[config.mk]
export PLATFORM = sky130hd
export DESIGN_NAME = positional_insert_delete_list
export DESIGN_NICKNAME = d
export VERILOG_FILES = /design/src/hdl/pidl_pkg.sv /design/src/hdl/positional_insert_delete_list.sv /design/src/hdl/pidl_cell.sv
export SDC_FILE = /design/constraint.sdc
export NUM_CORES = 1
export LEC_CHECK = 0
export BUFFER_PORTS_ARGS = -buffer_cell sky130_fd_sc_hd__buf_2
export CORE_ASPECT_RATIO = 2
export CORE_MARGIN = 4
export CORE_UTILIZATION = 43
export CTS_BUF_LIST = sky130_fd_sc_hd__clkbuf_4 sky130_fd_sc_hd__clkbuf_8
export CTS_CLUSTER_DIAMETER = 150
export DETAILED_ROUTE_END_ITERATION = 16
export SKIP_CTS_REPAIR_TIMING = 1
export SYNTH_ARGS = -nofsm -noshare
export SYNTH_HDL_FRONTEND = slang
export SYNTH_SLANG_ARGS = --single-unit
[constraint.sdc]
create_clock -name clk -period 3.6 [get_ports clk]
set_input_delay 0.36 -clock clk [delete_from_list [all_inputs] [get_ports clk]]
set_output_delay 0.36 -clock clk [all_outputs]
set_load 0.01 [all_outputs]
[src/hdl/pidl_pkg.sv]
// Package for the positional insert/delete list: sizes, codes and beat types.
// Depends on nothing; used by every module of the block.
`timescale 1ns / 1ps

package pidl_pkg;

  localparam int CAPACITY = 16;
  localparam int CNT_W    = $clog2(CAPACITY + 1);
  localparam int IDX_W    = (CAPACITY > 1) ? $clog2(CAPACITY) : 1;
  localparam int POS_W    = 5;
  localparam int CMP_W    = (CNT_W > POS_W) ? CNT_W : POS_W;

  typedef enum logic [1:0] {
    OP_INSERT = 2'd0,
    OP_DELETE = 2'd1,
    OP_UPDATE = 2'd2,
    OP_CLEAR  = 2'd3
  } op_e;

  typedef enum logic [1:0] {
    ST_OK    = 2'd0,
    ST_FULL  = 2'd1,
    ST_EMPTY = 2'd2,
    ST_RANGE = 2'd3
  } status_e;

  typedef struct packed {
    logic [7:0]  tag;
    logic [15:0] prio;
  } entry_t;

  typedef struct packed {
    logic [1:0]       operation;
    logic [POS_W-1:0] position;
    logic [7:0]       in_tag;
    logic [15:0]      in_priority;
  } in_beat_t;

  typedef struct packed {
    logic [7:0]  out_tag;
    logic [15:0] out_priority;
    logic [1:0]  status;
    logic [4:0]  entry_count;
    logic        is_full;
    logic        is_empty;
  } out_beat_t;

  // Per-cell controls, decoded once per beat in the top level.
  typedef struct packed {
    logic shift_up;
    logic load;
    logic shift_down;
    logic update;
  } cell_ctrl_t;

endpackage

[src/hdl/positional_insert_delete_list.sv]
// Top level of the positional insert/delete list: command decode, cell chain
// and result register. Depends on pidl_pkg and pidl_cell.
`timescale 1ns / 1ps
//
// Usage
//   Input channel (in_valid / in_stall / in_beat) carries one command per beat:
//   insert at a position, delete at a position, update priority by tag, or
//   clear. Every accepted command yields exactly one result beat on the output
//   channel (out_valid / out_stall / out_beat) with the deleted entry (zero
//   unless a delete succeeded), a status code, and the entry count after it.
//   The result is registered and appears in the cycle after acceptance.
//   Throughput: one command per cycle while no result is held. Every slot is a
//   cell of the chain, so a whole-list shift happens at the result's edge.
//   Stalls: a result held by out_stall keeps its register; the block then
//   stalls its input until the result is taken, and takes the next command in
//   the same cycle the held result leaves.
//   Reset: rst_n (synchronous, active low) empties the list and drops any
//   pending result; in_stall stays high while reset is asserted. Slot
//   contents are not cleared; only slots below the count ever reach the output.
//
module positional_insert_delete_list import pidl_pkg::*; (
  input  logic      clk,
  input  logic      rst_n,
  input  logic      in_valid,
  output logic      in_stall,
  input  in_beat_t  in_beat,
  output logic      out_valid,
  input  logic      out_stall,
  output out_beat_t out_beat
);

  localparam logic [CNT_W-1:0] CAP_CNT = CNT_W'(CAPACITY);

  logic [CNT_W-1:0] count_r, count_nxt;
  logic             out_valid_r, out_valid_nxt;
  out_beat_t        out_r, out_nxt;

  logic             accept;
  logic [CMP_W-1:0] pos_ext, cnt_ext;
  logic             is_ins, is_del, is_upd, is_clr;
  logic             ins_ok, del_ok;
  logic [1:0]       status;
  entry_t           new_entry;
  entry_t           picked;

  entry_t     slot_q [CAPACITY];
  cell_ctrl_t ctrl   [CAPACITY];

  // Hold the input while a result waits to be taken, and during reset.
  assign in_stall = !rst_n || (out_valid_r && out_stall);
  assign accept   = in_valid && !in_stall;

  assign pos_ext = CMP_W'(in_beat.position);
  assign cnt_ext = CMP_W'(count_r);

  assign is_ins = (in_beat.operation == OP_INSERT);
  assign is_del = (in_beat.operation == OP_DELETE);
  assign is_upd = (in_beat.operation == OP_UPDATE);
  assign is_clr = (in_beat.operation == OP_CLEAR);

  // Full check before the range check on insert, empty check first on delete.
  assign ins_ok = is_ins && (count_r < CAP_CNT) && (pos_ext <= cnt_ext);
  assign del_ok = is_del && (count_r != '0) && (pos_ext < cnt_ext);

  always_comb begin
    status = ST_OK;
    if (is_ins) begin
      if (count_r >= CAP_CNT) begin
        status = ST_FULL;
      end else if (pos_ext > cnt_ext) begin
        status = ST_RANGE;
      end
    end else if (is_del) begin
      if (count_r == '0) begin
        status = ST_EMPTY;
      end else if (pos_ext >= cnt_ext) begin
        status = ST_RANGE;
      end
    end
  end

  assign new_entry.tag  = in_beat.in_tag;
  assign new_entry.prio = in_beat.in_priority;

  // Cell chain: insert moves the tail up one slot, delete pulls it down one.
  for (genvar i = 0; i < CAPACITY; i++) begin : g_cell
    localparam logic [CMP_W-1:0] CELL_IDX = CMP_W'(i);
    entry_t left_q, right_q;

    if (i == 0) begin : g_first
      assign left_q = slot_q[i];
    end else begin : g_left
      assign left_q = slot_q[i-1];
    end

    if (i == CAPACITY - 1) begin : g_last
      assign right_q = slot_q[i];
    end else begin : g_right
      assign right_q = slot_q[i+1];
    end

    assign ctrl[i].load       = accept && ins_ok && (CELL_IDX == pos_ext);
    assign ctrl[i].shift_up   = accept && ins_ok && (CELL_IDX > pos_ext);
    assign ctrl[i].shift_down = accept && del_ok && (CELL_IDX >= pos_ext) &&
                                (i != CAPACITY - 1);
    assign ctrl[i].update     = accept && is_upd;

    pidl_cell u_cell (
      .clk       (clk),
      .ctrl      (ctrl[i]),
      .left_q    (left_q),
      .right_q   (right_q),
      .new_entry (new_entry),
      .slot_q    (slot_q[i])
    );
  end

  // Deleted entry, read before the chain shifts.
  assign picked = del_ok ? slot_q[IDX_W'(in_beat.position)] : '0;

  always_comb begin
    count_nxt = count_r;
    if (accept) begin
      if (ins_ok) begin
        count_nxt = count_r + CNT_W'(1);
      end else if (del_ok) begin
        count_nxt = count_r - CNT_W'(1);
      end else if (is_clr) begin
        count_nxt = '0;
      end
    end
  end

  always_comb begin
    out_nxt              = out_r;
    out_valid_nxt        = out_valid_r && out_stall;
    if (accept) begin
      out_valid_nxt        = 1'b1;
      out_nxt.out_tag      = picked.tag;
      out_nxt.out_priority = picked.prio;
      out_nxt.status       = status;
      out_nxt.entry_count  = 5'(count_nxt);
      out_nxt.is_full      = (count_nxt == CAP_CNT);
      out_nxt.is_empty     = (count_nxt == '0);
    end
  end

  always_ff @(posedge clk) begin
    if (!rst_n) begin
      count_r     <= '0;
      out_valid_r <= 1'b0;
    end else begin
      count_r     <= count_nxt;
      out_valid_r <= out_valid_nxt;
    end
  end

  // Payload register needs no reset.
  always_ff @(posedge clk) begin
    out_r <= out_nxt;
  end

  assign out_valid = out_valid_r;
  assign out_beat  = out_r;

endmodule

[src/hdl/pidl_cell.sv]
// One slot of the list chain: holds an entry, takes a neighbor's or a new one, or updates its priority on a tag match.
// Depends on pidl_pkg for the entry and control types.
`timescale 1ns / 1ps

module pidl_cell import pidl_pkg::*; (
  input  logic       clk,
  input  cell_ctrl_t ctrl,
  input  entry_t     left_q,
  input  entry_t     right_q,
  input  entry_t     new_entry,
  output entry_t     slot_q
);

  entry_t slot_r;
  entry_t slot_nxt;

  always_comb begin
    slot_nxt = slot_r;
    if (ctrl.load) begin
      slot_nxt = new_entry;
    end else if (ctrl.shift_up) begin
      slot_nxt = left_q;
    end else if (ctrl.shift_down) begin
      slot_nxt = right_q;
    end else if (ctrl.update && (slot_r.tag == new_entry.tag)) begin
      slot_nxt.prio = new_entry.prio;
    end
  end

  always_ff @(posedge clk) begin
    slot_r <= slot_nxt;
  end

  assign slot_q = slot_r;

endmodule

==> flow_metrics.env <==
export IMPL_critPathArrivalTime_ns=3.80
export IMPL_ir_worst_vdd_mv=0.222
export IMPL_die_h_um=350
export IMPL_ys_ff_latch=423
export IMPL_worstMarginPinSlew_ns=1.13
export IMPL_start_util=0.434
export IMPL_crit_type="flop to flop"
export IMPL_drv_slew=0
export IMPL_dr_max_layer_used="met4"
export IMPL_rows=125
export IMPL_start_kind="flop"
export IMPL_antenna_found_initial=8
export IMPL_setup_viol=0
export IMPL_antenna_left=0
export IMPL_grt_max_degree=112
export IMPL_grt_pass1_wl_mm=146
export IMPL_first_pass_iters=6
export IMPL_ios=70
export IMPL_status="finished, final reports clean"
export IMPL_numCtsBuffers=67
export IMPL_h_tree_depth=3
export IMPL_grt_pass1_vias=21100
export IMPL_max_slew_margin_rel=0.244
export IMPL_synth_top_cells_by_area="edfxtp_1, mux4_2, nor2_1"
export IMPL_yosysUniqueCellTypes=71
export IMPL_num_vias=20500
export IMPL_clkSlewWorstSetupHoldPaths_ns=0.06
export IMPL_worstPathMaxFanout=19
export IMPL_cts_tree="yes"
export IMPL_synth_flop_cell="edfxtp_1"
export IMPL_fin_tns_setup_ns=0
export IMPL_die_x_um=179
export IMPL_wl_mm=102
export IMPL_syn2layout_area_growth_pct=12.2
export IMPL_fmax_mhz=294
export IMPL_netlist_top_cell_by_area="edfxtp_1"
export IMPL_critical_path_required_ns=4.00
export IMPL_ys_top_cells_by_count="edfxtp_1, nor2_1, nand2_1"
export IMPL_post_dp_cell_area_sq_um=26800
export IMPL_dp_hpwl_mm=70.5
export IMPL_crit_path_end_kind="flop"
export IMPL_avgViaCountPerCell=6.55
export IMPL_syn_area_per_cell_sq_um=11.3
export IMPL_wl_met3_mm=8.35
export IMPL_syn_num_nets=2266
export IMPL_ys_seq_area_frac=0.502
export IMPL_final_cells=3128
export IMPL_root_buffer="clkbuf_8"
export IMPL_power_density_nw_per_um2=387
export IMPL_yosysWarnings=0
export IMPL_synth_most_common_cell="edfxtp_1"
export IMPL_stdcell_area_sq_um=28300
export IMPL_netlist_area_leader_share=0.497
export IMPL_fin_skew_ns=0.0312
export IMPL_async_flop_share=0
export IMPL_hold_class="input pin to flop"
export IMPL_clk_latency_ns=0.67
export IMPL_synthCells=2223
export IMPL_fin_nets=2352
export IMPL_wl_met1_mm=31.1
export IMPL_avgRoutedWirePerCell_um=32.7
export IMPL_clockBufferDepth=3
export IMPL_fin_crit_ns=3.41
export IMPL_hold_violations=0
export IMPL_cts_sinks=423
export IMPL_syn_area_sq_um=25200
export IMPL_port_buffers=69
export IMPL_grt_usage=0.324
export IMPL_die_area_sq_um=62700
export IMPL_min_period_over_period=0.946
export IMPL_rsz0062_at_grt="no"
export IMPL_drive_gt1_frac=0.219
export IMPL_dpl_cell_count=3002
export IMPL_remaining_drc_errors=0
export IMPL_max_cap_viol_count=0
export IMPL_power_uw=10900
export IMPL_design_core_area_sq_um=58000
export IMPL_wl_met2_mm=50.7
export IMPL_grt_ovfl_total=0
export IMPL_synth_edf_count=417
export IMPL_drt_iter0_markers=2326
export IMPL_leakage_uw=0.0101
export IMPL_place_congestion=0.978
==> worst paths after layout <==
path | from | endpoint | slack (ns) | cells past startpoint
setup / recovery | cnt_ext[2]$_SDFF_PN0_ | g_cell[6].u_cell.slot_q[2]$_DFFE_PP_ | 0.19 | 12
hold / removal | rst_n | cnt_ext[4]$_SDFF_PN0_ | 0.01 | 2
setup reg to reg | cnt_ext[2]$_SDFF_PN0_ | g_cell[6].u_cell.slot_q[2]$_DFFE_PP_ | 0.19 | 12
hold reg to reg | g_cell[0].u_cell.slot_q[3]$_DFFE_PP_ | g_cell[1].u_cell.slot_q[3]$_DFFE_PP_ | 0.57 | 2
==> worst max-delay path, stage by stage, from the launching register on <==
cell and delay (ns):
dfxtp_1 0.49, inv_1 0.11, ha_1 0.33, nand4_1 0.17
o22ai_4 0.37, o22ai_4 0.14, buf_4 0.23, nand2_1 0.14
buf_4 0.43, nor2_1 0.07, buf_4 0.28, a22oi_1 0.23
o21ai_0 0.11
==> cell usage in the layout, fill, tap and decap left out, drive strengths merged, types with 21 or more instances in the layout <==
cell type and instances:
nor2 425, edfxtp 417, buf 189, nand2 163, o22ai 155, a21oi 135, mux2i 122, mux4 120
clkbuf 89, xor2 88, a22oi 63, o21ai 51, xnor2 40, mux2 38, inv 30, and3 29
nor4 23, nand3 21
==> power by group <==
part | switching, uW | leakage (uW) | total (uW) | internal, uW
Sequential | 18.4 | 0.00383 | 5430 | 5420
Combinational | 577 | 0.00549 | 933 | 356
Clock | 2120 | 0.000735 | 4570 | 2450
==> metrics by stage <==
step           hold slack, ns  setup slack [ns]   util
3_3_place_gp            0.547             0.302  0.462
3_5_place_dp            0.567             0.273  0.462
5_1_grt                0.0189            0.0797  0.487
6_report               0.0104             0.194  0.487
2_1_floorplan           0.482            0.0650      -
4_1_cts               -0.0159             0.250  0.487
==> sequential cells by signal, summed over array words and instances (netlist names) <==
name                  cells
g_cell.u_cell.slot_q    384
out_beat                 33
cnt_ext                   5
out_valid                 1
==> per-layer routing <==
| metal | up-vias | track usage |
|---|---|---|
| met5 | - | 0 |
| met4 | 0 | 0.303 |
| met3 | 530 | 0.0592 |
| met2 | 1354 | 0.547 |
| met1 | 10000 | 0.331 |
| li1 | 8578 | - |
==> cells by family after synthesis <==
| kind of cell | after synthesis | share of synthesized area |
|---|---|---|
| and+or+nand+nor | 728 | 0.127 |
| muxes | 280 | 0.173 |
| xor gates and xnor gates | 128 | 0.0445 |
| AOI/OAI and AO/OA | 456 | 0.115 |
| buffers and inverters | 200 | 0.0352 |
| adders and majority gates | 8 | 0.00398 |
| DFF | 423 | 0.502 |
==> cell type report <==
| cell class | instances | area (sq um) |
|---|---|---|
| antenna | 8 | 20.0 |
| clock buffer | 89 | 1110 |
| clock inverter | 29 | 302 |
| fill | 5252 | 29800 |
| inverter | 28 | 105 |
| multi-input combinational | 1600 | 11800 |
| sequential | 423 | 12600 |
| tap | 762 | 953 |
| timing repair buffer | 189 | 1370 |
Power figures use the tool's default switching activity.
